**config.mk**
```make
export PLATFORM = sky130hd
export DESIGN_NAME = priority_aging_task_scheduler_unit
export DESIGN_NICKNAME = d
export VERILOG_FILES = /design/src/rtl/core/pats_pkg.sv /design/src/rtl/core/priority_aging_task_scheduler_unit.sv /design/src/rtl/core/pats_cell.sv /design/src/rtl/core/pats_ctrl.sv
export SDC_FILE = /design/constraint.sdc
export NUM_CORES = 2
export LEC_CHECK = 0
export ABC_AREA = 1
export BUFFER_PORTS_ARGS = -buffer_cell sky130_fd_sc_hd__buf_2
export CAP_MARGIN = 0
export CORE_MARGIN = 3
export CORE_UTILIZATION = 30
export CTS_CLUSTER_SIZE = 16
export DETAILED_ROUTE_END_ITERATION = 8
export PLACE_DENSITY = 0.48
export SLEW_MARGIN = 20
export SYNTH_ARGS = -nofsm -noshare
export SYNTH_HDL_FRONTEND = slang
export SYNTH_SLANG_ARGS = --single-unit
```
**constraint.sdc**
```tcl
create_clock -name clock -period 3.85 [get_ports clock]
set_clock_uncertainty 0.2 [all_clocks]
set_input_delay 0.5775 -clock clock [delete_from_list [all_inputs] [get_ports clock]]
set_output_delay 0.5775 -clock clock [all_outputs]
set_load 0.01 [all_outputs]
```
**src/rtl/core/pats_pkg.sv**
```systemverilog
// pats_pkg: shared widths, codes and structs of the priority aging task scheduler
// no dependencies; imported by the top, the controller, the cells, the checker and the bench
package pats_pkg;

   localparam int SLOT_W  = 4;
   localparam int PRIO_W  = 6;
   localparam int QPOS_W  = 4;
   localparam int COUNT_W = 5;
   localparam int STEP_W  = 4;
   localparam int QUANT_W = 8;
   localparam int CMD_W   = 3;
   localparam int STAT_W  = 2;
   localparam int CSR_W   = 2;
   localparam int DATA_W  = 8;

   typedef enum logic [CMD_W-1:0] {
      CMD_ADD      = 3'd0,
      CMD_SET      = 3'd1,
      CMD_DISPATCH = 3'd2,
      CMD_TICK     = 3'd3,
      CMD_YIELD    = 3'd4,
      CMD_FINISH   = 3'd5
   } command_type;

   typedef enum logic [STAT_W-1:0] {
      STAT_DONE    = 2'd0,
      STAT_EMPTY   = 2'd1,
      STAT_REFUSED = 2'd2
   } status_type;

   typedef enum logic [CSR_W-1:0] {
      CSR_HIGH  = 2'd0,
      CSR_LOW   = 2'd1,
      CSR_STEP  = 2'd2,
      CSR_QUANT = 2'd3
   } csr_index_type;

   typedef struct packed {
      logic                     have;
      logic signed [PRIO_W-1:0] dyn;
      logic signed [PRIO_W-1:0] stat;
      logic [QPOS_W-1:0]        qpos;
      logic [SLOT_W-1:0]        idx;
   } best_type;

   typedef struct packed {
      logic                     wr_prio;
      logic                     enq;
      logic                     disp;
      logic [SLOT_W-1:0]        slot;
      logic signed [PRIO_W-1:0] prio;
      logic [QPOS_W-1:0]        enq_pos;
      logic [SLOT_W-1:0]        win_slot;
      logic [QPOS_W-1:0]        win_qpos;
      logic signed [PRIO_W-1:0] high;
      logic [STEP_W-1:0]        step;
   } cell_op_type;

   typedef struct packed {
      best_type                 best;
      logic                     slot_ready;
      logic signed [PRIO_W-1:0] slot_static;
   } row_status_type;

endpackage

```
**src/rtl/core/priority_aging_task_scheduler_unit.sv**
```systemverilog
// Priority task scheduler with aging over SLOTS task slots, one result beat per request beat.
// A request beat is taken only while the block is idle; the result sits in an output register,
// so the next request is taken while a finished result still waits. Add, set priority, tick,
// yield and finish pass through accept and execute. Dispatch passes through accept, a scan in
// which the best candidate ripples down the row of slot cells one cell per cycle, and execute,
// where the winner commits and the other ready slots above the high bound age together. Lower
// priority values are more urgent. Configuration writes are taken in any cycle (csr_ready
// is always high) and must only be issued while no request is in flight.
// Depends on pats_pkg, pats_ctrl and pats_cell.
module priority_aging_task_scheduler_unit
   import pats_pkg::*;
#(
   parameter int SLOTS = 16
) (
   input  logic                     clock,
   input  logic                     reset,
   input  logic                     req_valid,
   output logic                     req_stall,
   input  logic [CMD_W-1:0]         req_command,
   input  logic [SLOT_W-1:0]        req_task_slot,
   input  logic signed [PRIO_W-1:0] req_priority_req,
   output logic                     rsp_valid,
   input  logic                     rsp_stall,
   output logic [STAT_W-1:0]        rsp_status,
   output logic [SLOT_W-1:0]        rsp_chosen_slot,
   output logic                     rsp_preempted,
   output logic                     rsp_running_valid,
   output logic [SLOT_W-1:0]        rsp_running_slot,
   output logic signed [PRIO_W-1:0] rsp_slot_priority,
   input  logic                     csr_valid,
   output logic                     csr_ready,
   input  logic [CSR_W-1:0]         csr_index,
   input  logic [DATA_W-1:0]        csr_data
);

   cell_op_type              op;
   row_status_type           row;
   logic [SLOT_W-1:0]        rd_slot;
   best_type                 best_w   [SLOTS+1];
   logic                     ready_w  [SLOTS];
   logic signed [PRIO_W-1:0] static_w [SLOTS];

   pats_ctrl #(
      .SLOTS(SLOTS)
   ) u_ctrl (
      .clock             (clock),
      .reset             (reset),
      .req_valid         (req_valid),
      .req_stall         (req_stall),
      .req_command       (req_command),
      .req_task_slot     (req_task_slot),
      .req_priority_req  (req_priority_req),
      .rsp_valid         (rsp_valid),
      .rsp_stall         (rsp_stall),
      .rsp_status        (rsp_status),
      .rsp_chosen_slot   (rsp_chosen_slot),
      .rsp_preempted     (rsp_preempted),
      .rsp_running_valid (rsp_running_valid),
      .rsp_running_slot  (rsp_running_slot),
      .rsp_slot_priority (rsp_slot_priority),
      .csr_valid         (csr_valid),
      .csr_ready         (csr_ready),
      .csr_index         (csr_index),
      .csr_data          (csr_data),
      .rd_slot           (rd_slot),
      .op                (op),
      .row               (row)
   );

   assign best_w[0] = '0;

   for (genvar g = 0; g < SLOTS; g++) begin : g_cell
      pats_cell #(
         .INDEX(g)
      ) u_cell (
         .clock      (clock),
         .reset      (reset),
         .op         (op),
         .best_in    (best_w[g]),
         .best_out   (best_w[g+1]),
         .ready_out  (ready_w[g]),
         .static_out (static_w[g])
      );
   end

   // readback of the addressed slot
   always_comb begin
      row.best        = best_w[SLOTS];
      row.slot_ready  = 1'b0;
      row.slot_static = '0;
      for (int i = 0; i < SLOTS; i++) begin
         if ((i < (1 << SLOT_W)) && (rd_slot == SLOT_W'(i))) begin
            row.slot_ready  = ready_w[i];
            row.slot_static = static_w[i];
         end
      end
   end

endmodule

```
**src/rtl/core/pats_cell.sv**
```systemverilog
// pats_cell: one task slot of the scheduler row, its priorities, ready flag and queue place
// passes the best candidate so far to its right neighbor; uses pats_pkg
module pats_cell
   import pats_pkg::*;
#(
   parameter int INDEX = 0
) (
   input  logic                     clock,
   input  logic                     reset,
   input  cell_op_type              op,
   input  best_type                 best_in,
   output best_type                 best_out,
   output logic                     ready_out,
   output logic signed [PRIO_W-1:0] static_out
);

   localparam bit REACHABLE = INDEX < (1 << SLOT_W);

   logic signed [PRIO_W-1:0] stat_ff;
   logic signed [PRIO_W-1:0] dyn_ff;
   logic                     ready_ff;
   logic [QPOS_W-1:0]        qpos_ff;
   best_type                 best_ff;
   best_type                 best_in_w;

   logic                     is_slot;
   logic                     is_win;
   logic signed [PRIO_W+1:0] aged_w;
   logic signed [PRIO_W+1:0] high_w;
   logic signed [PRIO_W-1:0] aged_sat;
   logic                     better;

   assign is_slot = REACHABLE && (op.slot == SLOT_W'(INDEX));
   assign is_win  = REACHABLE && (op.win_slot == SLOT_W'(INDEX));

   assign aged_w = {{2{dyn_ff[PRIO_W-1]}}, dyn_ff} - {{(PRIO_W+2-STEP_W){1'b0}}, op.step};
   assign high_w = {{2{op.high[PRIO_W-1]}}, op.high};
   assign aged_sat = (aged_w < high_w) ? op.high : aged_w[PRIO_W-1:0];

   always_ff @(posedge clock) begin
      if (reset) begin
         stat_ff  <= '0;
         dyn_ff   <= '0;
         ready_ff <= 1'b0;
      end else begin
         if (op.wr_prio && is_slot) begin
            stat_ff <= op.prio;
            dyn_ff  <= op.prio;
         end
         if (op.enq && is_slot) begin
            ready_ff <= 1'b1;
         end
         if (op.disp && ready_ff) begin
            if (is_win) begin
               dyn_ff   <= stat_ff;
               ready_ff <= 1'b0;
            end else if (dyn_ff > op.high) begin
               dyn_ff <= aged_sat;
            end
         end
      end
   end

   always_ff @(posedge clock) begin
      if (op.enq && is_slot) begin
         qpos_ff <= op.enq_pos;
      end else if (op.disp && ready_ff && !is_win && (qpos_ff > op.win_qpos)) begin
         qpos_ff <= qpos_ff - QPOS_W'(1);
      end
   end

   // candidate compare: dynamic, then static, then queue order
   assign best_in_w = best_in;
   always_comb begin
      better = 1'b0;
      if (ready_ff) begin
         if (!best_in_w.have) begin
            better = 1'b1;
         end else if (dyn_ff < best_in_w.dyn) begin
            better = 1'b1;
         end else if (dyn_ff == best_in_w.dyn) begin
            if (stat_ff < best_in_w.stat) begin
               better = 1'b1;
            end else if ((stat_ff == best_in_w.stat) && (qpos_ff < best_in_w.qpos)) begin
               better = 1'b1;
            end
         end
      end
   end

   always_ff @(posedge clock) begin
      if (reset) begin
         best_ff <= '0;
      end else if (better) begin
         best_ff.have <= 1'b1;
         best_ff.dyn  <= dyn_ff;
         best_ff.stat <= stat_ff;
         best_ff.qpos <= qpos_ff;
         best_ff.idx  <= SLOT_W'(INDEX);
      end else begin
         best_ff <= best_in_w;
      end
   end

   assign best_out   = best_ff;
   assign ready_out  = ready_ff;
   assign static_out = stat_ff;

endmodule

```
**src/rtl/core/pats_ctrl.sv**
```systemverilog
// pats_ctrl: command sequencer, configuration registers, running task state and result register
// drives the broadcast operation of the cell row; uses pats_pkg
module pats_ctrl
   import pats_pkg::*;
#(
   parameter int SLOTS = 16
) (
   input  logic                     clock,
   input  logic                     reset,
   input  logic                     req_valid,
   output logic                     req_stall,
   input  logic [CMD_W-1:0]         req_command,
   input  logic [SLOT_W-1:0]        req_task_slot,
   input  logic signed [PRIO_W-1:0] req_priority_req,
   output logic                     rsp_valid,
   input  logic                     rsp_stall,
   output logic [STAT_W-1:0]        rsp_status,
   output logic [SLOT_W-1:0]        rsp_chosen_slot,
   output logic                     rsp_preempted,
   output logic                     rsp_running_valid,
   output logic [SLOT_W-1:0]        rsp_running_slot,
   output logic signed [PRIO_W-1:0] rsp_slot_priority,
   input  logic                     csr_valid,
   output logic                     csr_ready,
   input  logic [CSR_W-1:0]         csr_index,
   input  logic [DATA_W-1:0]        csr_data,
   output logic [SLOT_W-1:0]        rd_slot,
   output cell_op_type              op,
   input  row_status_type           row
);

   localparam int CNT_W = $clog2(SLOTS);

   typedef enum logic [2:0] {
      ST_IDLE = 3'b001,
      ST_SCAN = 3'b010,
      ST_EXEC = 3'b100
   } state_type;

   state_type                state_ff, state_in;
   logic [CNT_W-1:0]         cnt_ff, cnt_in;

   logic [CMD_W-1:0]         cmd_ff;
   logic [SLOT_W-1:0]        slot_ff;
   logic signed [PRIO_W-1:0] prio_ff;

   logic signed [PRIO_W-1:0] high_ff;
   logic signed [PRIO_W-1:0] low_ff;
   logic [STEP_W-1:0]        step_ff;
   logic [QUANT_W-1:0]       quant_ff;

   logic [COUNT_W-1:0]       count_ff, count_in;
   logic                     rv_ff, rv_in;
   logic [SLOT_W-1:0]        rt_ff, rt_in;
   logic [QUANT_W-1:0]       ql_ff, ql_in;

   logic                     rsp_valid_ff;
   logic [STAT_W-1:0]        status_ff, status_in;
   logic [SLOT_W-1:0]        chosen_ff, chosen_in;
   logic                     preempt_ff, preempt_in;
   logic signed [PRIO_W-1:0] readback_ff, readback_in;

   logic                     out_free;
   logic                     fire;
   logic                     in_range;
   logic signed [PRIO_W-1:0] clamped;
   logic [QUANT_W-1:0]       ql_dec;

   assign out_free  = !rsp_valid_ff || !rsp_stall;
   assign fire      = (state_ff == ST_EXEC) && out_free;
   assign req_stall = state_ff != ST_IDLE;
   assign csr_ready = 1'b1;
   assign in_range  = 32'(slot_ff) < SLOTS;
   assign rd_slot   = slot_ff;
   assign clamped   = (prio_ff < high_ff) ? high_ff :
                      (prio_ff > low_ff)  ? low_ff  : prio_ff;
   assign ql_dec    = (ql_ff != '0) ? ql_ff - QUANT_W'(1) : '0;

   always_comb begin
      state_in = state_ff;
      cnt_in   = cnt_ff;
      case (state_ff)
         ST_IDLE: begin
            cnt_in = '0;
            if (req_valid) begin
               state_in = (req_command == CMD_DISPATCH) ? ST_SCAN : ST_EXEC;
            end
         end
         ST_SCAN: begin
            cnt_in = cnt_ff + CNT_W'(1);
            if (cnt_ff == CNT_W'(SLOTS - 1)) begin
               state_in = ST_EXEC;
            end
         end
         ST_EXEC: begin
            if (out_free) begin
               state_in = ST_IDLE;
            end
         end
         default: begin
            state_in = ST_IDLE;
         end
      endcase
   end

   always_comb begin
      op          = '0;
      op.slot     = slot_ff;
      op.prio     = clamped;
      op.enq_pos  = count_ff[QPOS_W-1:0];
      op.win_slot = row.best.idx;
      op.win_qpos = row.best.qpos;
      op.high     = high_ff;
      op.step     = step_ff;
      count_in    = count_ff;
      rv_in       = rv_ff;
      rt_in       = rt_ff;
      ql_in       = ql_ff;
      status_in   = STAT_DONE;
      chosen_in   = '0;
      preempt_in  = 1'b0;
      readback_in = in_range ? row.slot_static : '0;
      if (fire) begin
         case (cmd_ff)
            CMD_ADD: begin
               if (!in_range || row.slot_ready || (rv_ff && (rt_ff == slot_ff))) begin
                  status_in = STAT_REFUSED;
               end else begin
                  op.wr_prio  = 1'b1;
                  op.enq      = 1'b1;
                  count_in    = count_ff + COUNT_W'(1);
                  readback_in = clamped;
               end
            end
            CMD_SET: begin
               if (!in_range) begin
                  status_in = STAT_REFUSED;
               end else begin
                  op.wr_prio  = 1'b1;
                  readback_in = clamped;
               end
            end
            CMD_DISPATCH: begin
               if (rv_ff) begin
                  status_in = STAT_REFUSED;
               end else if (count_ff == '0) begin
                  status_in = STAT_EMPTY;
               end else begin
                  op.disp   = 1'b1;
                  count_in  = count_ff - COUNT_W'(1);
                  rv_in     = 1'b1;
                  rt_in     = row.best.idx;
                  ql_in     = quant_ff;
                  chosen_in = row.best.idx;
               end
            end
            CMD_TICK: begin
               if (rv_ff) begin
                  ql_in = ql_dec;
                  if (ql_dec == '0) begin
                     op.enq     = 1'b1;
                     op.slot    = rt_ff;
                     count_in   = count_ff + COUNT_W'(1);
                     rv_in      = 1'b0;
                     rt_in      = '0;
                     preempt_in = 1'b1;
                  end
               end
            end
            CMD_YIELD, CMD_FINISH: begin
               if (!rv_ff) begin
                  status_in = STAT_EMPTY;
               end else begin
                  if (cmd_ff == CMD_YIELD) begin
                     op.enq   = 1'b1;
                     op.slot  = rt_ff;
                     count_in = count_ff + COUNT_W'(1);
                  end
                  rv_in = 1'b0;
                  rt_in = '0;
                  ql_in = '0;
               end
            end
            default: begin
            end
         endcase
      end
   end

   always_ff @(posedge clock) begin
      if (reset) begin
         state_ff     <= ST_IDLE;
         cnt_ff       <= '0;
         count_ff     <= '0;
         rv_ff        <= 1'b0;
         rt_ff        <= '0;
         ql_ff        <= '0;
         rsp_valid_ff <= 1'b0;
      end else begin
         state_ff <= state_in;
         cnt_ff   <= cnt_in;
         count_ff <= count_in;
         rv_ff    <= rv_in;
         rt_ff    <= rt_in;
         ql_ff    <= ql_in;
         if (fire) begin
            rsp_valid_ff <= 1'b1;
         end else if (!rsp_stall) begin
            rsp_valid_ff <= 1'b0;
         end
      end
   end

   always_ff @(posedge clock) begin
      if (reset) begin
         high_ff  <= -6'sd20;
         low_ff   <= 6'sd20;
         step_ff  <= 4'd1;
         quant_ff <= 8'd20;
      end else if (csr_valid) begin
         case (csr_index)
            CSR_HIGH:  high_ff  <= csr_data[PRIO_W-1:0];
            CSR_LOW:   low_ff   <= csr_data[PRIO_W-1:0];
            CSR_STEP:  step_ff  <= csr_data[STEP_W-1:0];
            CSR_QUANT: quant_ff <= csr_data[QUANT_W-1:0];
            default: begin
            end
         endcase
      end
   end

   always_ff @(posedge clock) begin
      if ((state_ff == ST_IDLE) && req_valid) begin
         cmd_ff  <= req_command;
         slot_ff <= req_task_slot;
         prio_ff <= req_priority_req;
      end
      if (fire) begin
         status_ff   <= status_in;
         chosen_ff   <= chosen_in;
         preempt_ff  <= preempt_in;
         readback_ff <= readback_in;
      end
   end

   // running state in the result register is the committed state after the beat
   logic                     run_valid_ff;
   logic [SLOT_W-1:0]        run_slot_ff;
   always_ff @(posedge clock) begin
      if (fire) begin
         run_valid_ff <= rv_in;
         run_slot_ff  <= rv_in ? rt_in : '0;
      end
   end

   assign rsp_valid         = rsp_valid_ff;
   assign rsp_status        = status_ff;
   assign rsp_chosen_slot   = chosen_ff;
   assign rsp_preempted     = preempt_ff;
   assign rsp_running_valid = run_valid_ff;
   assign rsp_running_slot  = run_slot_ff;
   assign rsp_slot_priority = readback_ff;

endmodule

```
; Word-level counts from Yosys, hierarchy flattened
; Index checks and enable logic that the tools add are counted.
[op_classes]
order_cmp = 95
n_div = 0
muxes = 342
add_sub_neg = 36
multipliers = 0
n_bitwise = 2
eq_ne = 101
reduce_logical = 169
shifts = 0
[op_table]
columns = op, n
row1 = 6-bit 2-to-1 mux, 83
row2 = 21-bit 2-to-1 mux, 15
row3 = 6-bit less-than comparator, 31
row4 = 6-bit equality test, 30
row5 = 4-bit 2-to-1 mux, 42
row6 = 1-bit 2-to-1 mux, 154
row7 = 7-bit 2-to-1 mux, 17
row8 = 7-bit by 6-bit less-than comparator with 1-bit output, 16
row9 = 6-bit by 5-bit subtractor with 7-bit output, 16
row10 = 6-bit > comparator, 17
row11 = 4-bit equality test (second input constant), 25
row12 = 1-bit logical AND, 98
row13 = 4-bit > comparator, 16
row14 = 4-bit by 1-bit subtractor with 4-bit output (second input constant), 16
row15 = 4-bit less-than comparator, 15
row16 = 4-bit by 3-bit equality test with 1-bit output (second input constant), 12
row17 = 8-bit 2-to-1 mux, 6
row18 = 5-bit 2-to-1 mux, 7
row19 = 2-bit nonzero test, 17
row20 = 2-bit OR reduction, 16
row21 = 4-bit by 2-bit equality test with 1-bit output (second input constant), 6
row22 = 8-bit one-hot mux with 3 select lines, 1
row23 = 5-bit one-hot mux with 4 select lines, 1
row24 = 1-bit logical NOT, 18
row25 = 38 further kinds, 70
[totals]
ram_bits = 0
romBits = 0
latchBits = 0
memories = 0
ff_bits = 676
elab_cells = 920
inputBits = 28
output_inout_bits = 21

; Depth between registers and ports, before layout
[depth]
ltp_word = 27
mapped_depth = 24
mapped_depth_nobuf = 24

; Cells and area by module
; Synthesis repeated with hierarchy kept, for this count alone.
[unflattened]
cells_unflattened = 7993
area_unflattened_um2 = 54315.8
[modules_own_cells]
columns = mod, seq_area_each_um2, n_inst, area_each_um2, cells_each
row1 = pats_cell at g_cell[10].u_cell ..., 800.8, 3, 3045.4, 449
row2 = pats_cell at g_cell[5].u_cell ..., 800.8, 3, 3039.2, 449
row3 = pats_cell at g_cell[13].u_cell ..., 800.8, 3, 2995.4, 451
row4 = pats_cell at g_cell[4].u_cell ..., 800.8, 2, 3220.6, 448
row5 = pats_ctrl, 1931.9, 1, 4473.0, 584
row6 = pats_cell at g_cell[11].u_cell, 800.8, 1, 3098.0, 442
row7 = pats_cell at g_cell[2].u_cell, 800.8, 1, 3054.2, 448
row8 = pats_cell at g_cell[15].u_cell, 800.8, 1, 3036.7, 447
row9 = pats_cell at g_cell[0].u_cell, 800.8, 1, 3001.6, 444
row10 = pats_cell at g_cell[1].u_cell, 800.8, 1, 2940.3, 448
row11 = priority_aging_task_scheduler_unit, 0.0, 1, 1031.0, 237

; Least setup slack after synthesis
; Ideal clock, no wire load.
[synth_path]
kind = register to register
start = register u_ctrl.step_ff[1]
end = register g_cell[8].u_cell.dyn_ff[4]
period_less_slack_ps = 4031
setup_ps = 132
n_path_buf = 0
slack_ps = -181
arrival_ps = 3699
stages_incl_launch_ff = 21
t_required_ps = 3518
path_cell_list = dfxtp_1 > inv_1 > ha_1 > nand3_1 > nand2_1 > a211o_1 > xor2_1 > inv_1 > ha_1 > nand2_1 > o21ai_0 > a21oi_1 > or2_2 > nand2_1 > inv_1 > nand2_1 > o21ai_0 > o21ai_0 > o21ai_0 > inv_1 > a21oi_1
[synth_between]
elab_chain_len = 6
[synth_lines]
columns = element, line
row1 = start: declaration, pats_ctrl.sv:49  ; logic [STEP_W-1:0] step_ff;
row2 = start signal: assignment, pats_ctrl.sv:224  ; CSR_STEP: step_ff <= csr_data[STEP_W-1:0];
row3 = 6-bit by 5-bit subtractor with 7-bit output *, pats_cell.sv:36  ; assign aged_w = {{2{dyn_ff[PRIO_W-1]}}, dyn_ff} - {{(PRIO_W+2-STEP_W){1'b0}}, op.step};
row4 = 7-bit by 6-bit less-than comparator with 1-bit output, pats_cell.sv:38  ; assign aged_sat = (aged_w < high_w) ? op.high : aged_w[PRIO_W-1:0];
row5 = 6-bit 2-to-1 mux *, pats_cell.sv:38
row6 = 6-bit 2-to-1 mux *, pats_cell.sv:57  ; end else if (dyn_ff > op.high) begin
row7 = 6-bit 2-to-1 mux *, pats_cell.sv:54  ; if (is_win) begin
row8 = 6-bit 2-to-1 mux *, pats_cell.sv:53  ; if (op.disp && ready_ff) begin
row9 = end signal: assignment, pats_cell.sv:48  ; dyn_ff <= op.prio;
row10 = end signal: assignment, pats_cell.sv:55  ; dyn_ff <= stat_ff;
row11 = end signal: assignment, pats_cell.sv:58  ; dyn_ff <= aged_sat;
row12 = end: declaration, pats_cell.sv:20  ; logic signed [PRIO_W-1:0] dyn_ff;
; Every way passes the cells marked *; elsewhere a longest branch is shown, timed or not.
; A chain may end at the register's enable or synchronous reset.

; Worst setup path in the final report
[layout_path]
start = register u_ctrl.slot_ff[0], in the netlist u_ctrl.rd_slot[0]
end = register g_cell[3].u_cell.qpos_ff[3] (enable)
[layout_between]
elab_chain_len = 23
word_cells_on_any_way = 46
cone_classes = eq/ne: 17 / mux: 24 / reduce/logical: 5
[layout_lines]
columns = element, line
row1 = start: declaration, pats_ctrl.sv:44  ; logic [SLOT_W-1:0] slot_ff;
row2 = start signal: assignment, pats_ctrl.sv:235  ; slot_ff <= req_task_slot;
row3 = 4-bit logical NOT, priority_aging_task_scheduler_unit.sv:92  ; if ((i < (1 << SLOT_W)) && (rd_slot == SLOT_W'(i))) begin
row4 = 7-bit 2-to-1 mux (16 in series), priority_aging_task_scheduler_unit.sv:92
row5 = 1-bit logical OR, pats_ctrl.sv:126  ; if (!in_range || row.slot_ready || (rv_ff && (rt_ff == slot_ff))) begin
row6 = 2-bit 2-to-1 mux, pats_ctrl.sv:126
row7 = 1-bit one-hot mux with 3 select lines, pats_ctrl.sv:124  ; case (cmd_ff)
row8 = 7-bit 2-to-1 mux *, pats_ctrl.sv:123  ; if (fire) begin
row9 = 1-bit logical AND *, pats_cell.sv:65  ; if (op.enq && is_slot) begin
row10 = 2-bit nonzero test (no line) *, --
row11 = end signal: assignment, pats_cell.sv:66  ; qpos_ff <= op.enq_pos;
row12 = end signal: assignment, pats_cell.sv:68  ; qpos_ff <= qpos_ff - QPOS_W'(1);
row13 = end: declaration, pats_cell.sv:22  ; logic [QPOS_W-1:0] qpos_ff;
; Marks and branches as above.

==> metrics.yaml <==
synth:
  synth_area_um2: 43800
  syn_inst: 5858
  synth_edf_count: 95
  yosysWarningCount: 0
  synth_cell_type_count: 67
  syn_avg_cell_area_um2: 7.48
  synth_nets: 6481
  ys_ff_latch: 661
  synthArstFlopShare: 0
  ys_seq_area_frac: 0.324
  synth_ff_type: "dfxtp_1"
sta:
  max_freq_ghz: 0.265
  slew_viol_final: 0
  hold_viol: 0
  period_needed_ps: 3770
  rsz0062_at_grt: "true"
  setup_viol: 0
  worst_slew_pin_slew_ps: 936
  fin_crit_sh: 0.980
  relSlewSlack: 0.372
  setup_tns_ps: 0
  holdWs_ps: 57.4
placement:
  dp_cells: 7794
  placed_area_um2: 47000
  portBuffers: 47
  place.gp.congestion: 0.894
  hpwl_um: 121000
layout:
  area_delta_synth_final_pct: 15.0
  stdcell_area_um2: 50400
  stdcell_count: 7990
  fin_nets: 6640
  drive_above_1_share: 0.0868
pwr:
  power.internal_mw: 12.7
  power_mw: 17.9
  ir_drop_uv: 287
  seq_power_share: 0.395
  switching_power_mw: 5.22
  swShare: 0.291
  power_frac_comb: 0.142
  power_density_nw_per_um2: 356
  clockPowerShare: 0.462
  leakage_nw: 21.4
route:
  wirelength_um: 163000
  first_pass_iters: 5
  wire_per_inst_um: 20.4
  drt-initial-drc-count: 3205
  remaining_drc_errors: 0
  antenna_left: 0
  vias: 40900
  viasPerCell: 5.12
job:
  drv_cap: 0
global_route:
  first_global_vias: 38700
  grt_overflow: 0
  grt_max_degree: 138
  grt_usage: 0.210
  antenna_found_initial: 10
  grt_pass1_wl_um: 244000
floorplanning:
  core_region_area_um2: 144000
  dieArea_um2: 151000
  die_w_um: 388
  die_h_um: 388
  ioPinCount: 49
  rows: 139
  start_util: 0.304
critical_path:
  required_ps: 3960
  rrSetupSlack_ps: 80
  timing.rr.end: "g_cell[3].u_cell.qpos_ff[3]"
  cp-end-kind: "flop"
  cp_max_fo: 9
  worstPathArrival_ps: 3880
  worstReg2RegStart: "u_ctrl.rd_slot[0]"
  rr_worst_depth: 14
  critPathKind: "flop to flop"
  start_kind: "flop"
status:
  status: "completed"
clocking:
  clkSinkCount: 661
  cts_tree: "built"
  cts_buffers: 81
  cts_root_buf: "clkbuf_16"
  clk_pin_slew_ps: 70
  worst_skew_pair.late_latency_ps: 710
  htreeDepth: 3
  cts_buffer_depth: 3
worst_hold_path:
  min_to: "u_ctrl.state_ff[0]"
  hp-class: "input pin to flop"
  min-delay-start: "req_valid"
  whs_path_depth: 4
per-stage QoR:
step           utilization  setup slack (ps)
4_1_cts              0.347              24.7
3_5_place_dp         0.326             -27.5
3_3_place_gp         0.326             -16.7
5_1_grt              0.349             -81.4
2_1_floorplan            -             -12.1
6_report             0.349              76.0
final cells by class:
| cell class | count | area [um^2] |
|---|---|---|
| Timing Repair Buffer | 238 | 2030 |
| Multi-Input combinational cell | 4260 | 26000 |
| Fill cell | 15300 | 93900 |
| Sequential cell | 661 | 14200 |
| Inverter | 775 | 2930 |
| Clock inverter | 38 | 487 |
| Tap cell | 1903 | 2380 |
| Clock buffer | 114 | 2360 |
| Antenna cell | 1 | 2.50 |
worst max-delay path: stages, from the launching register on:
cell and delay (ps):
edfxtp_1 500, nand2_1 350, nor3_2 150, nand2_1 100, nand4_1 200, nand2_1 210
nand3_1 180, nand2_1 130, nand4_1 100, nand2_2 160, nand4_2 150, nand3b_1 270
buf_12 220, nand3_2 160, o21ai_0 290
synthesized netlist by cell type, types with 23 or more instances:
cell type,n,area share
clkbuf_1,106,0.0091
a21oi_1,648,0.074
edfxtp_1,95,0.065
o211ai_1,60,0.010
nand2_1,1013,0.087
dfxtp_1,566,0.26
a211oi_1,25,0.0043
o21bai_1,23,0.0039
nand4_1,125,0.018
nor2_1,532,0.046
nand3_1,164,0.019
inv_1,754,0.065
o21ai_0,630,0.072
ha_1,578,0.16
nor3_1,31,0.0035
nand3_2,26,0.0059
o22ai_1,47,0.0067
xor2_1,85,0.017
placed cells by master (no fill, tap or decap), drive strengths merged, types with 7 or more instances in the layout:
cell type / count
nor2: 563
nor3: 33
edfxtp: 95
o21ai: 654
or2: 14
inv: 768
a221oi: 8
dfxtp: 566
o221ai: 12
a32oi: 10
clkinvlp: 7
a211o: 15
xnor2: 8
o2111ai: 9
a21oi: 648
clkbuf: 115
o211ai: 60
nand2: 1033
fa: 17
a211oi: 28
buf: 216
xor2: 85
o22ai: 47
o21bai: 23
nand3: 201
ha: 578
o21a: 8
bufinv: 9
clkinv: 29
a32o: 10
a22oi: 7
a21boi: 13
and3: 8
dlygate4sd3: 21
nand4: 127
registers in the layout, indices dropped and copies added (netlist names), 3 cells and up:
name / count
u_ctrl.cnt_ff: 4
u_ctrl.prio_ff: 6
g_cell.u_cell.best_out: 308
u_ctrl.quant_ff: 8
u_ctrl.state_ff: 3
u_ctrl.low_ff: 6
u_ctrl.step_ff: 4
g_cell.u_cell.dyn_ff: 96
g_cell.u_cell.qpos_ff: 64
u_ctrl.rsp_slot_priority: 6
u_ctrl.ql_ff: 8
u_ctrl.rd_slot: 4
u_ctrl.rsp_chosen_slot: 4
u_ctrl.count_ff: 5
g_cell.u_cell.static_out: 96
u_ctrl.rt_ff: 4
u_ctrl.rsp_running_slot: 4
u_ctrl.high_ff: 6
g_cell.u_cell.ready_out: 16
u_ctrl.cmd_ff: 3
metal layers:
metal | track usage | share of wire
met1 | 0.286 | 0.46
met2 | 0.345 | 0.45
met3 | 0.0248 | 0.052
met4 | 0.0677 | 0.034
met5 | 0 | 0
worst max path at each step:
stage,endpoint,startpoint,depth (start not counted)
final,g_cell[3].u_cell.qpos_ff[3],u_ctrl.rd_slot[0],14
after global placement,g_cell[9].u_cell.qpos_ff[2],u_ctrl.rd_slot[3],15
after CTS,g_cell[5].u_cell.qpos_ff[2],u_ctrl.rd_slot[1],16
after floorplan,g_cell[8].u_cell.dyn_ff[4],u_ctrl.step_ff[1],20
after global routing,g_cell[12].u_cell.dyn_ff[5],u_ctrl.step_ff[0],22
after detailed placement,g_cell[9].u_cell.qpos_ff[3],u_ctrl.rd_slot[3],15
power by group through the flow:
stage	Clock, mW	Sequential [mW]	Combinational [mW]
2_1_floorplan	0	7.23	1.47
3_3_place_gp	0	7.25	2.39
3_5_place_dp	0	7.25	2.42
4_1_cts	8.43	7.09	2.45
5_1_grt	8.71	7.09	2.77
6_report	8.29	7.09	2.55
repair_timing:
action	CTS	global route
cloned	0	1
setup buffers	3	18
hold endpoints to repair	30	0
setup endpoints to repair	8	218
hold buffers	21	0
pin swaps	0	18
gates resized for setup	2	69
cell families (layout without fill, tap and decap cells):
kind of cell	Yosys count	count (layout)	share of synthesized area
AO/OA/AOI/OAI	1578	1578	0.198
XOR/XNOR	93	93	0.0186
adder cells (fa/ha/maj)	595	595	0.173
buffers and inverters	937	1165	0.0861
flip-flops	661	661	0.324
other	1	2	0.0000855
AND/OR/NAND/NOR	1993	1993	0.201
Note: power is estimated with default switching activity, not from simulation.
